$ cat src/hw/rtl/tcac_pkg.sv
// ----------------------------------------------------------------------------
// tcac_pkg
// Shared types and constants for the tile color average classifier.
// ----------------------------------------------------------------------------
package tcac_pkg;

  localparam int DEF_MAX_TILE_DIM     = 128;
  localparam int DEF_MAX_TILES_ACROSS = 64;
  localparam int DEF_MAX_TILES_DOWN   = 64;

  // configuration register indexes
  localparam logic [2:0] REG_TILE_DIM     = 3'd0;
  localparam logic [2:0] REG_TILES_ACROSS = 3'd1;
  localparam logic [2:0] REG_TILES_DOWN   = 3'd2;
  localparam logic [2:0] REG_MIN_COUNT    = 3'd3;
  localparam logic [2:0] REG_RANGE_LOW    = 3'd4;
  localparam logic [2:0] REG_RANGE_HIGH   = 3'd5;
  localparam logic [2:0] REG_REGION_PX    = 3'd6;

  localparam int CFG_ADDR_W = 3;
  localparam int CFG_DATA_W = 24;
  localparam int CMP_W      = 9;    // holds any parameter limit up to 256

  localparam int CH_W     = 8;
  localparam int IDX_W    = 6;
  localparam int POS_W    = 13;
  localparam int REGION_W = 14;
  localparam int MINC_W   = 15;

  localparam int IN_DATA_W  = 24;   // blue, green, red
  localparam int OUT_DATA_W = 96;   // 90 bits of fields, zero filled

  localparam logic [CFG_DATA_W-1:0] RST_TILE_DIM     = 24'd100;
  localparam logic [CFG_DATA_W-1:0] RST_TILES_ACROSS = 24'd1;
  localparam logic [CFG_DATA_W-1:0] RST_TILES_DOWN   = 24'd1;
  localparam logic [CFG_DATA_W-1:0] RST_MIN_COUNT    = 24'd6000;
  localparam logic [CFG_DATA_W-1:0] RST_RANGE_LOW    = 24'd3952653;
  localparam logic [CFG_DATA_W-1:0] RST_RANGE_HIGH   = 24'd6915648;
  localparam logic [CFG_DATA_W-1:0] RST_REGION_PX    = 24'd500;

  typedef enum logic [2:0] {
    ST_CLEAR,
    ST_IDLE,
    ST_READ,
    ST_MOD,
    ST_DIV,
    ST_OUT
  } state_t;

endpackage

$ cat src/hw/rtl/tcac_div.sv
// ----------------------------------------------------------------------------
// tcac_div
// Restoring divider, one quotient bit per cycle, MSB first. The quotient
// must fit in Q_W bits.
// ----------------------------------------------------------------------------
module tcac_div import tcac_pkg::*; #(
  parameter int NUM_W = 22,
  parameter int DEN_W = 15,
  parameter int Q_W   = 8
) (
  input  logic             clk,
  input  logic             rst,
  input  logic             start,
  input  logic [NUM_W-1:0] num,
  input  logic [DEN_W-1:0] den,
  output logic             busy,
  output logic [Q_W-1:0]   quo
);

  localparam int EXT_W = NUM_W + DEN_W + Q_W;
  localparam int K_W   = (Q_W > 1) ? $clog2(Q_W) : 1;

  logic [NUM_W-1:0] rem;
  logic [DEN_W-1:0] den_q;
  logic [K_W-1:0]   k;
  logic [EXT_W-1:0] rem_ext;
  logic [EXT_W-1:0] sub_val;
  logic             fits;

  assign rem_ext = EXT_W'(rem);
  assign sub_val = EXT_W'(den_q) << k;
  assign fits    = rem_ext >= sub_val;

  always_ff @(posedge clk) begin
    if (rst) begin
      busy <= 1'b0;
    end else if (start) begin
      busy <= 1'b1;
    end else if (busy && k == '0) begin
      busy <= 1'b0;
    end
  end

  always_ff @(posedge clk) begin
    if (start) begin
      rem   <= num;
      den_q <= den;
      k     <= K_W'(Q_W - 1);
      quo   <= '0;
    end else if (busy) begin
      if (fits) begin
        rem    <= NUM_W'(rem_ext - sub_val);
        quo[k] <= 1'b1;
      end
      k <= k - K_W'(1);
    end
  end

endmodule

$ cat config.mk
export PLATFORM = sky130hd
export DESIGN_NAME = tcac_div
export DESIGN_NICKNAME = d
export VERILOG_FILES = /design/src/hw/rtl/tcac_pkg.sv /design/src/hw/rtl/tcac_div.sv
export SDC_FILE = /design/constraint.sdc
export NUM_CORES = 1
export LEC_CHECK = 0
export ABC_AREA = 1
export BUFFER_PORTS_ARGS = -buffer_cell sky130_fd_sc_hd__clkbuf_2
export CAP_MARGIN = 0
export CORE_AREA = 5 5 98 77
export DETAILED_ROUTE_END_ITERATION = 10
export DIE_AREA = 0 0 103 82
export PLACE_DENSITY_LB_ADDON = 0.05
export SLEW_MARGIN = 20
export SYNTH_ARGS = -nofsm -noshare
export SYNTH_HDL_FRONTEND = slang
export SYNTH_SLANG_ARGS = --single-unit
export TNS_END_PERCENT = 10
$ cat constraint.sdc
create_clock -name clk -period 5.4 [get_ports clk]
set_clock_uncertainty 0.05 [all_clocks]
set_input_delay 0.81 -clock clk [delete_from_list [all_inputs] [get_ports clk]]
set_output_delay 0.81 -clock clk [all_outputs]
set_load 0.02 [all_outputs]
Yosys cells after proc, flatten, opt, wreduce, memory -nomap -nowiden

Index checks and enable logic that the tools add are counted.

Add/sub/neg operators: 2
Multiply operators: 0
Div/mod/pow operators: 0
$lt $le $gt $ge: 3
Equality and inequality tests: 0
Shift operators: 1
Multiplexer cells: 7
Bitwise gates (word level): 1
Reductions and logical operators: 8

Operators by type and width:

| kind                | number |
|---|---|
| $mux 22             | 3 |
| $ge 22x45->1        | 1 |
| $shl 15x3->45       | 1 |
| $sub 22x22->22      | 1 |
| $or 8x8->8          | 1 |
| $reduce_bool 2->1   | 3 |
| $lt 3x4->1 const B  | 1 |
| $reduce_and 2->1    | 2 |
| $demux 1 s3         | 1 |
| $ge 3x1->1 const B  | 1 |
| $logic_not 3->1     | 1 |
| $mux 1              | 3 |
| $sub 3x1->3 const B | 1 |
| $logic_and 1x1->1   | 2 |

Flip-flop bits (word level): 49
Bits in latches: 0
Memory bits (writable): 0
ROM bits: 0
Word-level logic and storage cells: 27
Memories: 0

Logic depth before layout (Yosys ltp)

Word-level depth: 5
Depth in mapped cells: 20
Mapped depth without buffers: 19

Worst setup path after synthesis

No wires, ideal clock.

Kind: register to register
Start: reg k[0]
End: reg rem[0] (enable)
Library setup time: 0.379 ns
Arrival time: 2.675 ns
Data required time: 4.971 ns
Path slack: 2.296 ns
Stages on the path, launching flop included: 20
Path buffers: 2
Cells stage by stage: dfxtp_1 -> buf_4 -> inv_1 -> buf_2 -> nand2_1 -> nand3_1 -> o21ai_0 -> o22ai_1 -> inv_1 -> ha_1 -> nand2_2 -> nor2_1 -> nand2_1 -> nand3_4 -> nand2_1 -> nand2_2 -> nand2_2 -> nand2_4 -> nand2_1 -> nand2_1

Cells in the longest elaborated chain, start to end: 4

RTL lines:

| element                            | RTL line       | text |
|---|---|---|
| from (decl)                        | tcac_div.sv:25 | `logic [K_W-1:0] k;` |
| from (signal assigned)             | tcac_div.sv:48 | `k <= K_W'(Q_W - 1);` |
| from (signal assigned)             | tcac_div.sv:55 | `k <= k - K_W'(1);` |
| $shl 15x3->45                      | tcac_div.sv:31 | `assign sub_val = EXT_W'(den_q) << k;` |
| $ge 22x45->1                       | tcac_div.sv:32 | `assign fits = rem_ext >= sub_val;` |
| $reduce_bool 2->1 (no source line) | -              |  |
| $reduce_and 2->1 (no source line)  | -              |  |
| to (signal assigned)               | tcac_div.sv:46 | `rem <= num;` |
| to (signal assigned)               | tcac_div.sv:52 | `rem <= NUM_W'(rem_ext - sub_val);` |
| to (decl)                          | tcac_div.sv:23 | `logic [NUM_W-1:0] rem;` |

Every way passes these cells.
A chain may end at the register's enable or synchronous reset.

Final worst setup path

Start: reg k[1]
End: reg rem[3] (enable)

Same word-level chain as after synthesis.

==> results.txt <==
Outcome: finished clean
DRT iter0 DRCs: 261
Register area share after synthesis: 0.358
Number of diodes: 0
Synthesized area per cell: 7.14 sq um
Setup Buffers After CTS: 0
Clock sink count: 49
# DRC: 0
CTS H-tree lvls: 2
Die width: 103 microns
Clock buffer depth: 2
CP arrival: 3950 ps
Grt total ovfl: 0
Commonest non-fill, non-tap cells in the layout: nand2_1, inv_1, clkbuf_2
Synth warn: 0
Die area: 8450 sq um
Layout area overhead: 10.1%
Port Buffers: 48
Peak fanout along the critical path: 22
Initial antenna violation count: 0
P per Cell Area: 371 nW/um^2
Total GRT Usage: 0.240
Rel. slew slack: 0.322
Cells after synthesis: 529
Worst R2R Start: k[1]$_SDFFE_PP1P_
Max-slew violations: 0
Post-DRT Antenna Nets: 0
Nets: 635
Clock Latency Late Sink: 320 ps
First-pass GRT wire length: 15600 microns
CTS buffer count: 5
Initial Util: 0.575
Top-area cell type share of the netlist area: 0.294
Crit. Startpoint: k[1]$_SDFFE_PP1P_
Post-CTS sizing: 0
Max Cap Viol: 0
Mapped cell area: 3780 sq um
CTS clk-pin slew, worst paths: 90 ps
Final Critical Period: 4170 ps
Required @ worst endpoint: 5180 ps
Fmax: 0.240 GHz
Least-Margin Pin Slew: 1010 ps
Cell taking the most area after synthesis: edfxtp_1
Final HPWL DP: 7530 microns
Synth Register Bits: 49
CTS tree: built
Startpoint Class: flip-flop
Period utilization: 0.772
Post-Route WL: 9650 microns
Ranking of synthesized cells by area: edfxtp_1, nand2_1, ha_1
Core area: 6570 sq um
Num rows: 26
CTS Root Buffer Type: clkbuf_8
Largest net degree at the start of global routing: 56
Setup repair after global routing missed its margin: false
Final setup fails: 0
Hold-fix buffers, CTS: 0
Routed vias/inst: 5.47
Final Wtd Congestion: 0.995
Vias: 3585
DR WL/cell: 14.7 microns
Min-Delay Path Class: flip-flop to flip-flop
CP endpoint kind: flip-flop
Most common cell after layout, fill and taps aside: nand2_1
VDD IR-drop max: 0.158 mV
Vias in the first global route: 3222
WS Path Type: flip-flop to flip-flop
Syn nets: 594
Die Y-Extent: 82 microns
Leakage: 2.02 nW
Cell variety after synth: 38
Total negative slack: 0 ps
Fraction of layout cells with a size suffix above 1: 0.156
IO Count: 49
Hold Vio Cnt, Final: 0
Hold wc startpoint: quo[5]$_SDFFE_PP0P_
Drt first pass iters: 5
Worst Hold Margin: 406 ps
## stage by stage
step	setup WS (ps)	cell area [sq um]	cells	power, mW	util
2_1_floorplan	2300	3780	529	1.08	-
3_3_place_gp	1380	4040	647	1.25	0.615
3_5_place_dp	1300	4040	647	1.26	0.615
4_1_cts	1280	4160	655	1.53	0.633
5_1_grt	891	4160	655	1.66	0.633
6_report	1230	4160	655	1.54	0.633
## routing by layer
layer / global-route usage / wire (microns) / part of all wire / vias up
met1: 0.345 / 4650 / 0.48 / 1619
met3: 0.0628 / 817 / 0.085 / 8
met2: 0.367 / 4100 / 0.43 / 141
met4: 0.0427 / 74 / 0.0077 / 0
met5: 0 / 0 / 0 / -
li1: - / - / - / 1817
## cell type report
class	count	area (sq um)
Sequential cell	49	1350
Multi-Input combinational cell	399	2090
Clock buffer	7	108
Timing Repair Buffer	50	255
Inverter	65	244
Clock inverter	1	6.26
Fill cell	644	2410
Tap cell	84	105
## power by group
group | internal [mW] | switching [mW] | total, mW
Combinational | 0.266 | 0.498 | 0.764
Sequential | 0.480 | 0.0283 | 0.508
Clock | 0.133 | 0.138 | 0.271
Total | 0.879 | 0.664 | 1.54
## synthesized netlist by cell type
library cell,n
a21oi_1,36
a21oi_2,1
a31oi_1,2
buf_1,1
buf_2,2
buf_4,3
buf_6,2
clkbuf_1,7
clkinv_1,1
dfxtp_1,12
dlygate4sd1_1,1
edfxtp_1,37
fa_1,1
ha_1,24
inv_1,61
inv_2,3
mux2i_1,6
nand2_1,174
nand2_2,11
nand2_4,1
nand3_1,36
nand3_2,1
nand3_4,1
nand3b_1,6
nand4_1,5
nor2_1,24
nor2_2,7
nor3_1,5
nor4_1,1
o211ai_1,1
o21a_1,1
o21ai_0,39
o21ai_1,1
o21ai_2,1
o21bai_1,4
o22ai_1,2
or2_2,5
xnor2_1,3
## critical path, stage by stage, from the launching register on
cell     delay [ps]
dfxtp_1         630
inv_1           410
nand3_1         200
o21ai_0         160
nand2_1         100
o21ai_0         160
ha_1            410
a21oi_1         260
nand2_1         130
a21oi_1         220
nand2_2         100
nand2_2         100
nand2_4          90
nand2_1          70
nand2_1         580
## cell families (layout without fill, tap and decap cells)
kind of cell | Yosys count | after routing | share of synthesized area
AOI/OAI and AO/OA | 88 | 88 | 0.124
muxes | 6 | 6 | 0.0159
adders and majority gates | 25 | 25 | 0.0848
and+or+nand+nor | 277 | 277 | 0.321
DFF | 49 | 49 | 0.358
xor gates and xnor gates | 3 | 3 | 0.00696
buffers and inverters | 81 | 123 | 0.0894
## flip-flops by register name (all words and copies together) (netlist names)
signal / cells
busy: 1
den_q: 15
rem: 22
quo: 8
k: 3
## path summary, 6_finish.rpt
check                                           end  cells after the start  slack, ps
worst min-delay path            quo[5]$_SDFFE_PP0P_                      2        410
worst max-delay path               rem[3]$_DFFE_PP_                     14       1230
worst max register to register     rem[3]$_DFFE_PP_                     14       1230
worst min register to register  quo[5]$_SDFFE_PP0P_                      2        410
Note: power is estimated with default switching activity, not from simulation.
